File: src/rtl/core/slbm_pkg.sv
// Types and constants shared by the serial-loaded bank mapper.
`default_nettype none
package slbm_pkg;

  typedef struct packed {
    logic [1:0]  kind;
    logic [15:0] bus_addr;
    logic [7:0]  bus_data;
  } req_word_t;

  typedef struct packed {
    logic [2:0]  target;
    logic [17:0] mem_addr;
    logic        write_enable;
    logic [7:0]  write_byte;
    logic [1:0]  mirroring;
  } rsp_word_t;

  typedef struct packed {
    logic [4:0] prg_rom_banks;
    logic       has_prg_ram;
    logic       chr_is_ram;
  } cfg_t;

  typedef struct packed {
    logic [1:0] mirror_sel;
    logic [1:0] prg_bank_mode;
    logic       chr_bank_mode;
    logic [4:0] chr_bank_lo;
    logic [4:0] chr_bank_hi;
    logic [3:0] prg_bank;
    logic       prg_ram_on;
  } bank_state_t;

  // access kinds
  localparam logic [1:0] KIND_CPU_WR = 2'd0;
  localparam logic [1:0] KIND_CPU_RD = 2'd1;
  localparam logic [1:0] KIND_VID_RD = 2'd2;
  localparam logic [1:0] KIND_VID_WR = 2'd3;

  // result targets
  localparam logic [2:0] TGT_NONE    = 3'd0;
  localparam logic [2:0] TGT_PRG_RAM = 3'd1;
  localparam logic [2:0] TGT_PRG_ROM = 3'd2;
  localparam logic [2:0] TGT_CHR_ROM = 3'd3;
  localparam logic [2:0] TGT_CHR_RAM = 3'd4;

  // serially loaded register select, address bits 14:13
  localparam logic [1:0] SEL_CTRL    = 2'd0;
  localparam logic [1:0] SEL_CHR_LO  = 2'd1;
  localparam logic [1:0] SEL_CHR_HI  = 2'd2;
  localparam logic [1:0] SEL_PRG     = 2'd3;

  // configuration register indexes
  localparam logic [1:0] REG_PRG_ROM_BANKS = 2'd0;
  localparam logic [1:0] REG_HAS_PRG_RAM   = 2'd1;
  localparam logic [1:0] REG_CHR_IS_RAM    = 2'd2;

  localparam logic [4:0] SHIFT_START  = 5'b10000;
  localparam logic [4:0] CFG_BANKS_RST = 5'd2;

endpackage
`default_nettype wire

File: src/rtl/core/slbm_cfg.sv
// APB configuration registers of the bank mapper.
`default_nettype none
module slbm_cfg
  import slbm_pkg::*;
(
  input  wire logic        clk,
  input  wire logic        rst,
  input  wire logic        psel,
  input  wire logic        penable,
  input  wire logic        pwrite,
  input  wire logic [3:0]  paddr,
  input  wire logic [31:0] pwdata,
  output logic [31:0]      prdata,
  output cfg_t             cfg
);

  logic       wr;
  logic [1:0] idx;

  assign idx = paddr[3:2];
  assign wr  = psel && penable && pwrite;

  always_ff @(posedge clk) begin
    if (rst) begin
      cfg.prg_rom_banks <= CFG_BANKS_RST;
      cfg.has_prg_ram   <= 1'b1;
      cfg.chr_is_ram    <= 1'b0;
    end else if (wr) begin
      case (idx)
        REG_PRG_ROM_BANKS: cfg.prg_rom_banks <= pwdata[4:0];
        REG_HAS_PRG_RAM:   cfg.has_prg_ram   <= pwdata[0];
        REG_CHR_IS_RAM:    cfg.chr_is_ram    <= pwdata[0];
        default: ;
      endcase
    end
  end

  always_comb begin
    case (idx)
      REG_PRG_ROM_BANKS: prdata = {27'd0, cfg.prg_rom_banks};
      REG_HAS_PRG_RAM:   prdata = {31'd0, cfg.has_prg_ram};
      REG_CHR_IS_RAM:    prdata = {31'd0, cfg.chr_is_ram};
      default:           prdata = 32'd0;
    endcase
  end

endmodule
`default_nettype wire

File: src/rtl/core/slbm_regs.sv
// Serial shift register and the bank registers it loads.
`default_nettype none
module slbm_regs
  import slbm_pkg::*;
(
  input  wire logic        clk,
  input  wire logic        rst,
  input  wire logic        upd,
  input  req_word_t        item,
  output bank_state_t      st,
  output logic [1:0]       mirror_next
);

  logic [4:0]  shift_reg;
  logic [4:0]  shift_reg_next;
  logic [4:0]  shifted;
  bank_state_t st_next;
  logic        reg_wr;

  assign reg_wr  = upd && (item.kind == KIND_CPU_WR) && item.bus_addr[15];
  assign shifted = {item.bus_data[0], shift_reg[4:1]};

  always_comb begin
    shift_reg_next = shift_reg;
    st_next        = st;
    if (reg_wr) begin
      if (item.bus_data[7]) begin
        shift_reg_next = SHIFT_START;
      end else if (shift_reg[0]) begin
        // marker reached bit 0: fifth bit, commit
        shift_reg_next = SHIFT_START;
        case (item.bus_addr[14:13])
          SEL_CTRL: begin
            st_next.mirror_sel    = shifted[1:0];
            st_next.prg_bank_mode = shifted[3:2];
            st_next.chr_bank_mode = shifted[4];
          end
          SEL_CHR_LO: st_next.chr_bank_lo = shifted;
          SEL_CHR_HI: st_next.chr_bank_hi = shifted;
          SEL_PRG: begin
            st_next.prg_bank   = shifted[3:0];
            st_next.prg_ram_on = ~shifted[4];
          end
          default: ;
        endcase
      end else begin
        shift_reg_next = shifted;
      end
    end
  end

  assign mirror_next = st_next.mirror_sel;

  always_ff @(posedge clk) begin
    if (rst) begin
      shift_reg        <= SHIFT_START;
      st.mirror_sel    <= 2'd0;
      st.prg_bank_mode <= 2'd3;
      st.chr_bank_mode <= 1'b0;
      st.chr_bank_lo   <= 5'd0;
      st.chr_bank_hi   <= 5'd0;
      st.prg_bank      <= 4'd0;
      st.prg_ram_on    <= 1'b1;
    end else begin
      shift_reg <= shift_reg_next;
      st        <= st_next;
    end
  end

endmodule
`default_nettype wire

File: src/rtl/core/slbm_xlate.sv
// Address translation of one bus access into a memory and byte address.
`default_nettype none
module slbm_xlate
  import slbm_pkg::*;
#(
  parameter int MAX_PRG_BANKS = 16
) (
  input  req_word_t   item,
  input  bank_state_t st,
  input  cfg_t        cfg,
  input  wire logic [1:0] mirroring,
  output rsp_word_t   res
);

  localparam logic [4:0] MAX_BANKS = 5'(MAX_PRG_BANKS);

  logic [4:0]  n_clamp;
  logic [4:0]  banks;
  logic [3:0]  banks_m1;
  logic [17:0] rom_mask;
  logic [17:0] rom_raw;
  logic [13:0] off;
  logic [16:0] chr_a;
  logic        ram_hit;
  logic [15:0] a;

  assign a   = item.bus_addr;
  assign off = a[13:0];

  // effective bank count: clamp to 1..MAX, round down to a power of two
  always_comb begin
    n_clamp = cfg.prg_rom_banks;
    if (n_clamp == 5'd0) n_clamp = 5'd1;
    if (n_clamp > MAX_BANKS) n_clamp = MAX_BANKS;
    banks = 5'd1;
    for (int i = 1; i < 5; i++) begin
      if (n_clamp[i]) banks = 5'd1 << i;
    end
  end

  assign banks_m1 = 4'(banks - 5'd1);
  assign rom_mask = {banks_m1, 14'h3FFF};

  always_comb begin
    if (!st.prg_bank_mode[1]) begin
      rom_raw = {st.prg_bank[3:1], a[14:0]};
    end else if (!a[14]) begin
      // 0x8000-0xBFFF
      rom_raw = st.prg_bank_mode[0] ? {st.prg_bank, off} : {4'd0, off};
    end else begin
      rom_raw = st.prg_bank_mode[0] ? {banks_m1, off} : {st.prg_bank, off};
    end
  end

  always_comb begin
    if (!st.chr_bank_mode) chr_a = {st.chr_bank_lo[4:1], a[12:0]};
    else if (!a[12])       chr_a = {st.chr_bank_lo, a[11:0]};
    else                   chr_a = {st.chr_bank_hi, a[11:0]};
  end

  assign ram_hit = (a[15:13] == 3'b011) && cfg.has_prg_ram && st.prg_ram_on;

  always_comb begin
    res.target       = TGT_NONE;
    res.mem_addr     = 18'd0;
    res.write_enable = 1'b0;
    res.write_byte   = 8'd0;
    res.mirroring    = mirroring;
    case (item.kind)
      KIND_CPU_WR: begin
        if (!a[15] && ram_hit) begin
          res.target       = TGT_PRG_RAM;
          res.mem_addr     = {5'd0, a[12:0]};
          res.write_enable = 1'b1;
          res.write_byte   = item.bus_data;
        end
      end
      KIND_CPU_RD: begin
        if (a[15]) begin
          res.target   = TGT_PRG_ROM;
          res.mem_addr = rom_raw & rom_mask;
        end else if (ram_hit) begin
          res.target   = TGT_PRG_RAM;
          res.mem_addr = {5'd0, a[12:0]};
        end
      end
      KIND_VID_RD: begin
        res.target   = cfg.chr_is_ram ? TGT_CHR_RAM : TGT_CHR_ROM;
        res.mem_addr = {1'b0, chr_a};
      end
      KIND_VID_WR: begin
        if (cfg.chr_is_ram) begin
          res.target       = TGT_CHR_RAM;
          res.mem_addr     = {1'b0, chr_a};
          res.write_enable = 1'b1;
          res.write_byte   = item.bus_data;
        end
      end
      default: ;
    endcase
  end

endmodule
`default_nettype wire

File: src/rtl/core/serial_loaded_bank_mapper.sv
// Serial-loaded bank mapper top level: input register, translation, result register.
// Usage:
//   req channel: one bus access word (kind, bus_addr, bus_data) per handshake.
//   rsp channel: one result word per access (target, mem_addr, write_enable,
//   write_byte, mirroring), in access order.
//   APB port: prg_rom_banks at 0x0, has_prg_ram at 0x4, chr_is_ram at 0x8;
//   write only while no access is in flight.
// Pipeline: an accepted word is held in the input register, then in the result register on rsp.
// Throughput: one word per cycle while rsp is not stalled; translation is a single
//   combinational pass between the input register and the result register.
// Serial register writes update the bank state when the word leaves the input
//   register, so the next word already sees the new banks and mirroring.
// Reset: bank state returns to its power-on values (last bank fixed, RAM on),
//   both pipeline registers empty, configuration back to defaults.
// Stall: while rsp_ready is low the result holds; the input register still
//   takes one more word, after which req_ready drops.
`default_nettype none
module serial_loaded_bank_mapper
  import slbm_pkg::*;
#(
  parameter int MAX_PRG_BANKS = 16
) (
  input  wire logic        clk,
  input  wire logic        rst,
  input  wire logic        req_valid,
  output logic             req_ready,
  input  req_word_t        req,
  output logic             rsp_valid,
  input  wire logic        rsp_ready,
  output rsp_word_t        rsp,
  input  wire logic        psel,
  input  wire logic        penable,
  input  wire logic        pwrite,
  input  wire logic [3:0]  paddr,
  input  wire logic [31:0] pwdata,
  output logic [31:0]      prdata,
  output logic             pready
);

  cfg_t        cfg;
  bank_state_t st;
  logic [1:0]  mirror_next;
  logic        s1_valid;
  req_word_t   s1_word;
  logic        advance;
  rsp_word_t   res;

  assign pready    = 1'b1;
  assign advance   = s1_valid && (!rsp_valid || rsp_ready);
  assign req_ready = !s1_valid || advance;

  slbm_cfg u_cfg (
    .clk     (clk),
    .rst     (rst),
    .psel    (psel),
    .penable (penable),
    .pwrite  (pwrite),
    .paddr   (paddr),
    .pwdata  (pwdata),
    .prdata  (prdata),
    .cfg     (cfg)
  );

  slbm_regs u_regs (
    .clk         (clk),
    .rst         (rst),
    .upd         (advance),
    .item        (s1_word),
    .st          (st),
    .mirror_next (mirror_next)
  );

  slbm_xlate #(
    .MAX_PRG_BANKS (MAX_PRG_BANKS)
  ) u_xlate (
    .item      (s1_word),
    .st        (st),
    .cfg       (cfg),
    .mirroring (mirror_next),
    .res       (res)
  );

  always_ff @(posedge clk) begin
    if (rst) begin
      s1_valid <= 1'b0;
    end else if (req_ready) begin
      s1_valid <= req_valid;
    end
  end

  always_ff @(posedge clk) begin
    if (req_valid && req_ready) begin
      s1_word <= req;
    end
  end

  always_ff @(posedge clk) begin
    if (rst) begin
      rsp_valid <= 1'b0;
    end else if (advance) begin
      rsp_valid <= 1'b1;
    end else if (rsp_ready) begin
      rsp_valid <= 1'b0;
    end
  end

  always_ff @(posedge clk) begin
    if (advance) begin
      rsp <= res;
    end
  end

  a_we_target : assert property (@(posedge clk) disable iff (rst)
    rsp_valid && rsp.write_enable |->
      (rsp.target == TGT_PRG_RAM || rsp.target == TGT_CHR_RAM))
    else $error("write enable on a read-only or empty target");

  a_none_zero : assert property (@(posedge clk) disable iff (rst)
    rsp_valid && rsp.target == TGT_NONE |->
      (rsp.mem_addr == 18'd0 && !rsp.write_enable))
    else $error("ignored access carries an address or write");

  a_rst_empty : assert property (@(posedge clk)
    rst |=> !rsp_valid && !s1_valid)
    else $error("pipeline not empty after reset");

  a_stall_full : assert property (@(posedge clk) disable iff (rst)
    s1_valid && rsp_valid && !rsp_ready |-> !req_ready)
    else $error("input taken with both stages full");

endmodule
`default_nettype wire
File: config.mk
export PLATFORM = sky130hd
export DESIGN_NAME = serial_loaded_bank_mapper
export DESIGN_NICKNAME = d
export VERILOG_FILES = /design/src/rtl/core/slbm_pkg.sv /design/src/rtl/core/slbm_cfg.sv /design/src/rtl/core/slbm_regs.sv /design/src/rtl/core/slbm_xlate.sv /design/src/rtl/core/serial_loaded_bank_mapper.sv
export SDC_FILE = /design/constraint.sdc
export NUM_CORES = 1
export LEC_CHECK = 0
export ABC_AREA = 1
export CORE_MARGIN = 3
export CORE_UTILIZATION = 63
export DETAILED_ROUTE_END_ITERATION = 6
export DONT_BUFFER_PORTS = 1
export GPL_ROUTABILITY_DRIVEN = 0
export GPL_TIMING_DRIVEN = 0
export PLACE_DENSITY = 0.79
export SYNTH_ARGS = -nofsm -noshare
export SYNTH_HDL_FRONTEND = slang
export SYNTH_SLANG_ARGS = --single-unit
File: constraint.sdc
create_clock -name clk -period 2 [get_ports clk]
set_clock_uncertainty 0.1 [all_clocks]
set_input_delay 0 -clock clk [delete_from_list [all_inputs] [get_ports clk]]
set_output_delay 0 -clock clk [all_outputs]
set_load 0.02 [all_outputs]
# Yosys cells after proc, flatten, opt, wreduce, memory -nomap -nowiden
# Cells that the tools add are included.
op_classes:
  shifts: 0
  reduce_logical: 26
  magnitude_cmp: 1
  n_div: 0
  eq_ne: 9
  muxes: 31
  add_sub_neg: 1
  n_mul: 0
  n_bitwise: 3
op_table:
  columns: ["cell", "n"]
  rows:
  - ["$pmux W21 S4", 1]
  - ["$mux W18", 4]
  - ["$mux W20", 3]
  - ["$mux W5", 8]
  - ["$mux W17", 2]
  - ["$mux W30", 1]
  - ["$mux W28", 1]
  - ["$mux W21", 1]
  - ["$mux W19", 1]
  - ["$and A18 B18 Y18", 1]
  - ["$pmux W9 S2", 1]
  - ["$reduce_and A4 Y1", 4]
  - ["$pmux W5 S3", 1]
  - ["$eq A2 B2 Y1 const B", 5]
  - ["$logic_and A1 B1 Y1", 9]
  - ["$mux W4", 2]
  - ["$eq A2 B1 Y1 const B", 3]
  - ["$logic_not A2 Y1", 3]
  - ["$mux W3", 2]
  - ["$reduce_and A2 Y1", 3]
  - ["$gt A5 B5 Y1 const B", 1]
  - ["$logic_not A5 Y1", 1]
  - ["$sub A4 B1 Y4 const B", 1]
  - ["$eq A3 B2 Y1 const B", 1]
  - ["6 further kinds", 11]
word_totals:
  rom_bits: 0
  ff_bits: 92
  latchBits: 0
  word_cells: 92
  memories: 0
  output_inout_bits: 67
  ram_bits: 0

# Logic depth before layout (Yosys ltp)
depth:
  word_depth: 15
  ltp_mapped: 9

# By module
# A second synthesis with hierarchy kept.
unflattened:
  hier_cells: 453
  area_unflattened_um2: 4256.6
by_module_without_submodules:
  columns: ["mod", "cells_each", "seq_area_each_um2", "n_inst", "area_each_um2"]
  rows:
  - ["serial_loaded_bank_mapper", 72, 1781.7, 1, 1844.3]
  - ["slbm_regs", 168, 500.5, 1, 1157.4]
  - ["slbm_xlate", 123, 0.0, 1, 648.1]
  - ["slbm_cfg", 90, 140.1, 1, 606.8]

# Worst setup path before layout
# Ideal clock, no wire load.
synth_path:
  path_kind: "register -> register"
  start: "reg rsp_valid"
  end: "reg s1_word[0] in the netlist's numbering, enable pin"
  path_slack_ns: 0.250
  stages_incl_launch_ff: 4
  t_arrival_ns: 1.270
  path_buffers: 0
  cell_sequence: "dfxtp_1 -> nand3_1 -> nand2_1 -> inv_1"
synth_between:
  elab_chain_len: 5
synth_rtl:
  columns: ["element", "line", "text"]
  rows:
  - ["start, declared", "serial_loaded_bank_mapper.sv:28", "output logic rsp_valid,"]
  - ["start signal, assigned", "serial_loaded_bank_mapper.sv:99", "rsp_valid <= 1'b0;"]
  - ["start signal, assigned", "serial_loaded_bank_mapper.sv:101", "rsp_valid <= 1'b1;"]
  - ["start signal, assigned", "serial_loaded_bank_mapper.sv:103", "rsp_valid <= 1'b0;"]
  - ["$logic_not A1 Y1", "serial_loaded_bank_mapper.sv:49", "assign advance = s1_valid && (!rsp_valid || rsp_ready);"]
  - ["$logic_or A1 B1 Y1", "serial_loaded_bank_mapper.sv:49", null]
  - ["$logic_and A1 B1 Y1", "serial_loaded_bank_mapper.sv:49", null]
  - ["$logic_or A1 B1 Y1", "serial_loaded_bank_mapper.sv:50", "assign req_ready = !s1_valid || advance;"]
  - ["named net req_ready", "serial_loaded_bank_mapper.sv:26", "output logic req_ready,"]
  - ["$logic_and A1 B1 Y1", "serial_loaded_bank_mapper.sv:92", "if (req_valid && req_ready) begin"]
  - ["end signal, assigned", "serial_loaded_bank_mapper.sv:93", "s1_word <= req;"]
  - ["end, declared", "serial_loaded_bank_mapper.sv:44", "req_word_t s1_word;"]
# The timed path passes the listed nets, and every way through them passes these cells.
# A chain may end at the register's enable or synchronous reset.

# Worst setup path after layout
layout_path:
  start: "reg s1_word[24] in the netlist's numbering"
  end: "reg u_regs.st[5] (netlist name)"
layout_between:
  elab_chain_len: 4
layout_rtl:
  columns: ["element", "line", "text"]
  rows:
  - ["$logic_not A2 Y1", "slbm_regs.sv:20", "assign reg_wr = upd && (item.kind == KIND_CPU_WR) && item.bus_addr[15];"]
  - ["$logic_and A1 B1 Y1 (2 in a row)", "slbm_regs.sv:20", null]
  - ["$reduce_and A4 Y1 (no source line)", null, null]
# Every way passes these cells.

==> impl_summary.txt <==
----------------------------------------------------
[Pwr]
  Power density normalized to cell area ... 756 nW/um^2
  Switching component of the power ... 1.02 mW
  Part of the total power dissipated in the clock network ... 32.1%
  Maximum vdd ir drop ... 0.611 mV
  PnR Total Power ... 3.72 mW
  Net Sw Frac ... 27.3%
  Combinational share of power ... 9.7%
  Design internal power ... 2.71 mW
  Sequential group share of total power ... 58.2%
  Static leakage power ... 2.10 nW

[Synthesis]
  Dominant cell by count in the synthesized netlist ... sky130_fd_sc_hd__edfxtp_1
  Summed instance area of the synthesized netlist ... 4030 um^2
  Number of instances in the synthesized netlist ... 406
  Total of warnings raised by yosys ... 0
  Top cell type's share of synthesized area ... 43.2%
  Top post-synthesis cells by area ... sky130_fd_sc_hd__edfxtp_1 43%, sky130_fd_sc_hd__dfxtp_1 17%, sky130_fd_sc_hd__buf_4 5.6%
  EDFF count, synth ... 58
  Synth Flop Type ... sky130_fd_sc_hd__edfxtp_1
  Async S/R FF share, synth ... 0%
  Unique masters post-synth ... 32
  Cell type with the highest aggregate area in the netlist ... sky130_fd_sc_hd__edfxtp_1
  Flip-flop and latch count after synthesis ... 92
  Seq/Total Area, Yosys ... 60.1%
  Synth top cells by count ... 58 x sky130_fd_sc_hd__edfxtp_1, 54 x sky130_fd_sc_hd__inv_1, 52 x sky130_fd_sc_hd__nand2_1
  Mean Syn Cell Area ... 9.93 um^2

[CTS]
  Clock network latency to the later pin of the worst-skew pair ... 0.36 ns
  Level count of the clock H-tree ... 3
  Number of clock sinks seen by CTS ... 92
  Number of buffers created by CTS ... 9
  Clock-pin slew of the registers on the worst-case setup and hold paths ... 0.10 ns
  CTS tree ... done
  Clock Tree Buf Depth ... 2
  Clock root buffer ... sky130_fd_sc_hd__clkbuf_8

[Placed design]
  Placed standard-cell area ... 4220 um^2
  DP Wirelength ... 5770 um
  Port Buffer Count ... 0
  Place WS ... -0.0424 ns

[GRT]
  Aggregate global routing overflow ... 0
  Wire length of the first global-routing pass ... 14,900 um
  Antenna violations before repair ... 0
  Maximum number of pins on one net before global-route repair ... 33
  Overall routing resource usage ... 26.6%
  Number of global-route vias before repair ... 3,069

[Finish]
  Layout overhead on the synthesized area ... 22.3%
  Registers with the highest flip-flop counts ... rsp x32, s1_word x26, u_regs.st x20
  Number of flip-flops under the largest register name ... 32
  Finished layout cell area ... 4930 um^2
  Fraction of layout cells with a size suffix above 1 ... 16.6%
  Register with the highest flop count ... rsp
  Ant. Diodes ... 0
  Fill cell count ... 340
  Number of nets in the layout ... 562

[Routing]
  Vias per std cell ... 5.66
  Remaining design rule violation count ... 0
  Total length of routed wires ... 10,100 um
  Antenna-violating nets left ... 0
  Detailed-router iteration count before antenna repair ... 6
  Routed WL per cell ... 17.7 um
  Drt initial violations ... 310
  Vias after detailed routing ... 3,218

[STA]
  Worst hold slack across all endpoints ... 0.0283 ns
  Final critical delay including setup and external delays ... 1.94 ns
  Maximum achievable frequency ... 516 MHz
  Final hold violation count ... 0
  Share of the clock period used by the worst path ... 97.0%
  Max-Slew Margin vs Limit ... 45.9%
  Final-report max-slew violation count ... 0
  Total of endpoints with negative setup slack in the final report ... 0
  Worst slew pin tran ... 0.799 ns
  Setup slack after layout ... 0.0609 ns
  Unrepaired setup endpoints after global routing ... false

[Worst hold path]
  Worst min-delay path category ... in -> reg
  Hold path startpoint ... penable
  Worst Hold Path EP ... u_cfg.cfg[2]
  Worst Hold Depth ... 4

[Setup path]
  Setup slack of the most critical reg-to-reg path ... 0.06 ns
  Worst Path Class, Setup ... reg -> reg
  Startpoint of the worst-slack reg-to-reg timing path ... s1_word[24]
  Critical path launch point type ... flip-flop
  Most common cell on crit path ... sky130_fd_sc_hd__buf_6
  Crit path max-delay cell type ... sky130_fd_sc_hd__edfxtp_1
  Worst R2R End ... u_regs.st[5]
  Worst setup EP type ... flip-flop
  Count of buffer and inverter cells on the critical path ... 3
  Cells traversed along the worst timing path ... inv_2 > ha_1 > buf_6 > nand2_2 > nor2_4 > buf_6 > nand4_1 > nand2_1 > nor2_1
  Slowest Stage Delay on Critical Path ... 0.47 ns
  Depth of the worst register-to-register path ... 9
  Crit. path cell count ... 9
  Worst EP required ... 2.16 ns
  Arrival time of the worst setup path ... 2.10 ns
  Worst-path fanout max ... 10
  Delay-heaviest family, CP ... simple AND/OR/NAND/NOR gates

[Floorplanning]
  DIE AREA ... 7390 um^2
  Initial standard-cell utilization of the core ... 66.5%
  I/O pin count ... 136
  Placement Rows ... 28
  Area of the placeable core ... 6060 um^2
  Horiz. Die Dim ... 86.0 um
  DIE HEIGHT ... 86.0 um

[Flow run]
  Maxcap violations ... 0

[Outcome]
  Outcome ... complete, no violations

----------------------------------------------------
[cells in the final DEF, fill, tap and decap left out, drive strengths merged]
| cell | instances |
|---|---|
| edfxtp | 58 |
| nand2 | 55 |
| o21ai | 18 |
| dfxtp | 34 |
| nor2 | 51 |
| nand4 | 19 |
| and2 | 8 |
| dlygate4sd3 | 41 |
| a21o | 1 |
| clkbuf | 10 |
| o21bai | 2 |
| a21oi | 29 |
| nand3 | 17 |
| nor3 | 5 |
| inv | 57 |
| o211ai | 3 |
| mux2i | 1 |
| or2 | 1 |
| buf | 41 |
| o311ai | 1 |
| clkinvlp | 5 |
| conb | 28 |
| clkinv | 3 |
| ha | 4 |
| o31ai | 1 |
| o22ai | 1 |
[area by class of cell]
class / instances / area [um^2] / area share (%)
inverter: 56 / 218 / 4.42
buffer: 39 / 290 / 5.89
clock buffer: 9 / 124 / 2.51
clock inverter: 7 / 58.8 / 1.19
sequential: 92 / 2420 / 49.2
tap: 75 / 93.8 / 1.90
timing repair buffer: 44 / 458 / 9.29
timing repair inverter: 2 / 15.0 / 0.305
multi-input combinational: 245 / 1250 / 25.3
[repair_timing]
item | 4_1_cts | 5_1_grt
endpoints found under the setup margin | 58 | 86
hold buffers | 41 | 0
resized for setup | 3 | 18
hold endpoints to repair | 41 | 0
setup buffers | 0 | 3
cloned | 1 | 1
pin swaps | 0 | 5
[worst reg2reg max path, stage by stage, from the launching register on]
cell and delay (ns):
sky130_fd_sc_hd__edfxtp_1 0.47, sky130_fd_sc_hd__inv_2 0.10, sky130_fd_sc_hd__ha_1 0.16, sky130_fd_sc_hd__buf_6 0.15
sky130_fd_sc_hd__nand2_2 0.09, sky130_fd_sc_hd__nor2_4 0.25, sky130_fd_sc_hd__buf_6 0.18, sky130_fd_sc_hd__nand4_1 0.13
sky130_fd_sc_hd__nand2_1 0.14, sky130_fd_sc_hd__nor2_1 0.06
[layer usage]
metal  share of wire, %  track usage (%)  vias to the layer above
li1                   -                -                     1455
met1                 35             31.0                     1519
met2                 53             46.3                      213
met3                8.4             5.09                       31
met4                3.3             13.8                        0
met5                  0                0                        -
[power groups by stage]
stage / combinational (mW) / sequential [mW] / clock [mW]
global route: 0.388 / 2.17 / 1.28
CTS: 0.324 / 2.16 / 1.17
global placement: 0.250 / 2.20 / 0
floorplan: 0.220 / 2.20 / 0
finish: 0.361 / 2.17 / 1.20
detailed placement: 0.258 / 2.21 / 0
[worst max-delay path by stage]
| stage | start | endpoint | slack [ns] |
|---|---|---|---|
| after floorplan | rsp_valid | s1_word[0] | 0.25 |
| after global placement | rsp_valid | rsp[25] | 0.03 |
| after detailed placement | rsp_valid | rsp[27] | -0.04 |
| after CTS | rsp_valid | rsp[31] | 0.0002 |
| after global routing | s1_word[24] | u_regs.st[5] | 0.03 |
| final | s1_word[24] | u_regs.st[5] | 0.06 |
[cell families (layout without fill, tap and decap cells)]
group           after synthesis  in the layout  synth area share, %
compound gates               56             56                 7.79
fa+ha+maj                     4              4                 1.24
buf+inv                      95            157                 12.0
flops                        92             92                 60.1
mux                           1              1                0.248
other cells                   2             28                0.186
simple gates                156            156                 18.4
[metrics by stage]
stage	cells	utilization, %	TNS (ns)
6_report	569	81.3	0
3_5_place_dp	507	69.7	-2.25
2_1_floorplan	432	-	0
3_3_place_gp	507	69.7	0
5_1_grt	569	81.3	0
4_1_cts	565	79.7	0
No activity file was read; power rests on OpenSTA's default activity.
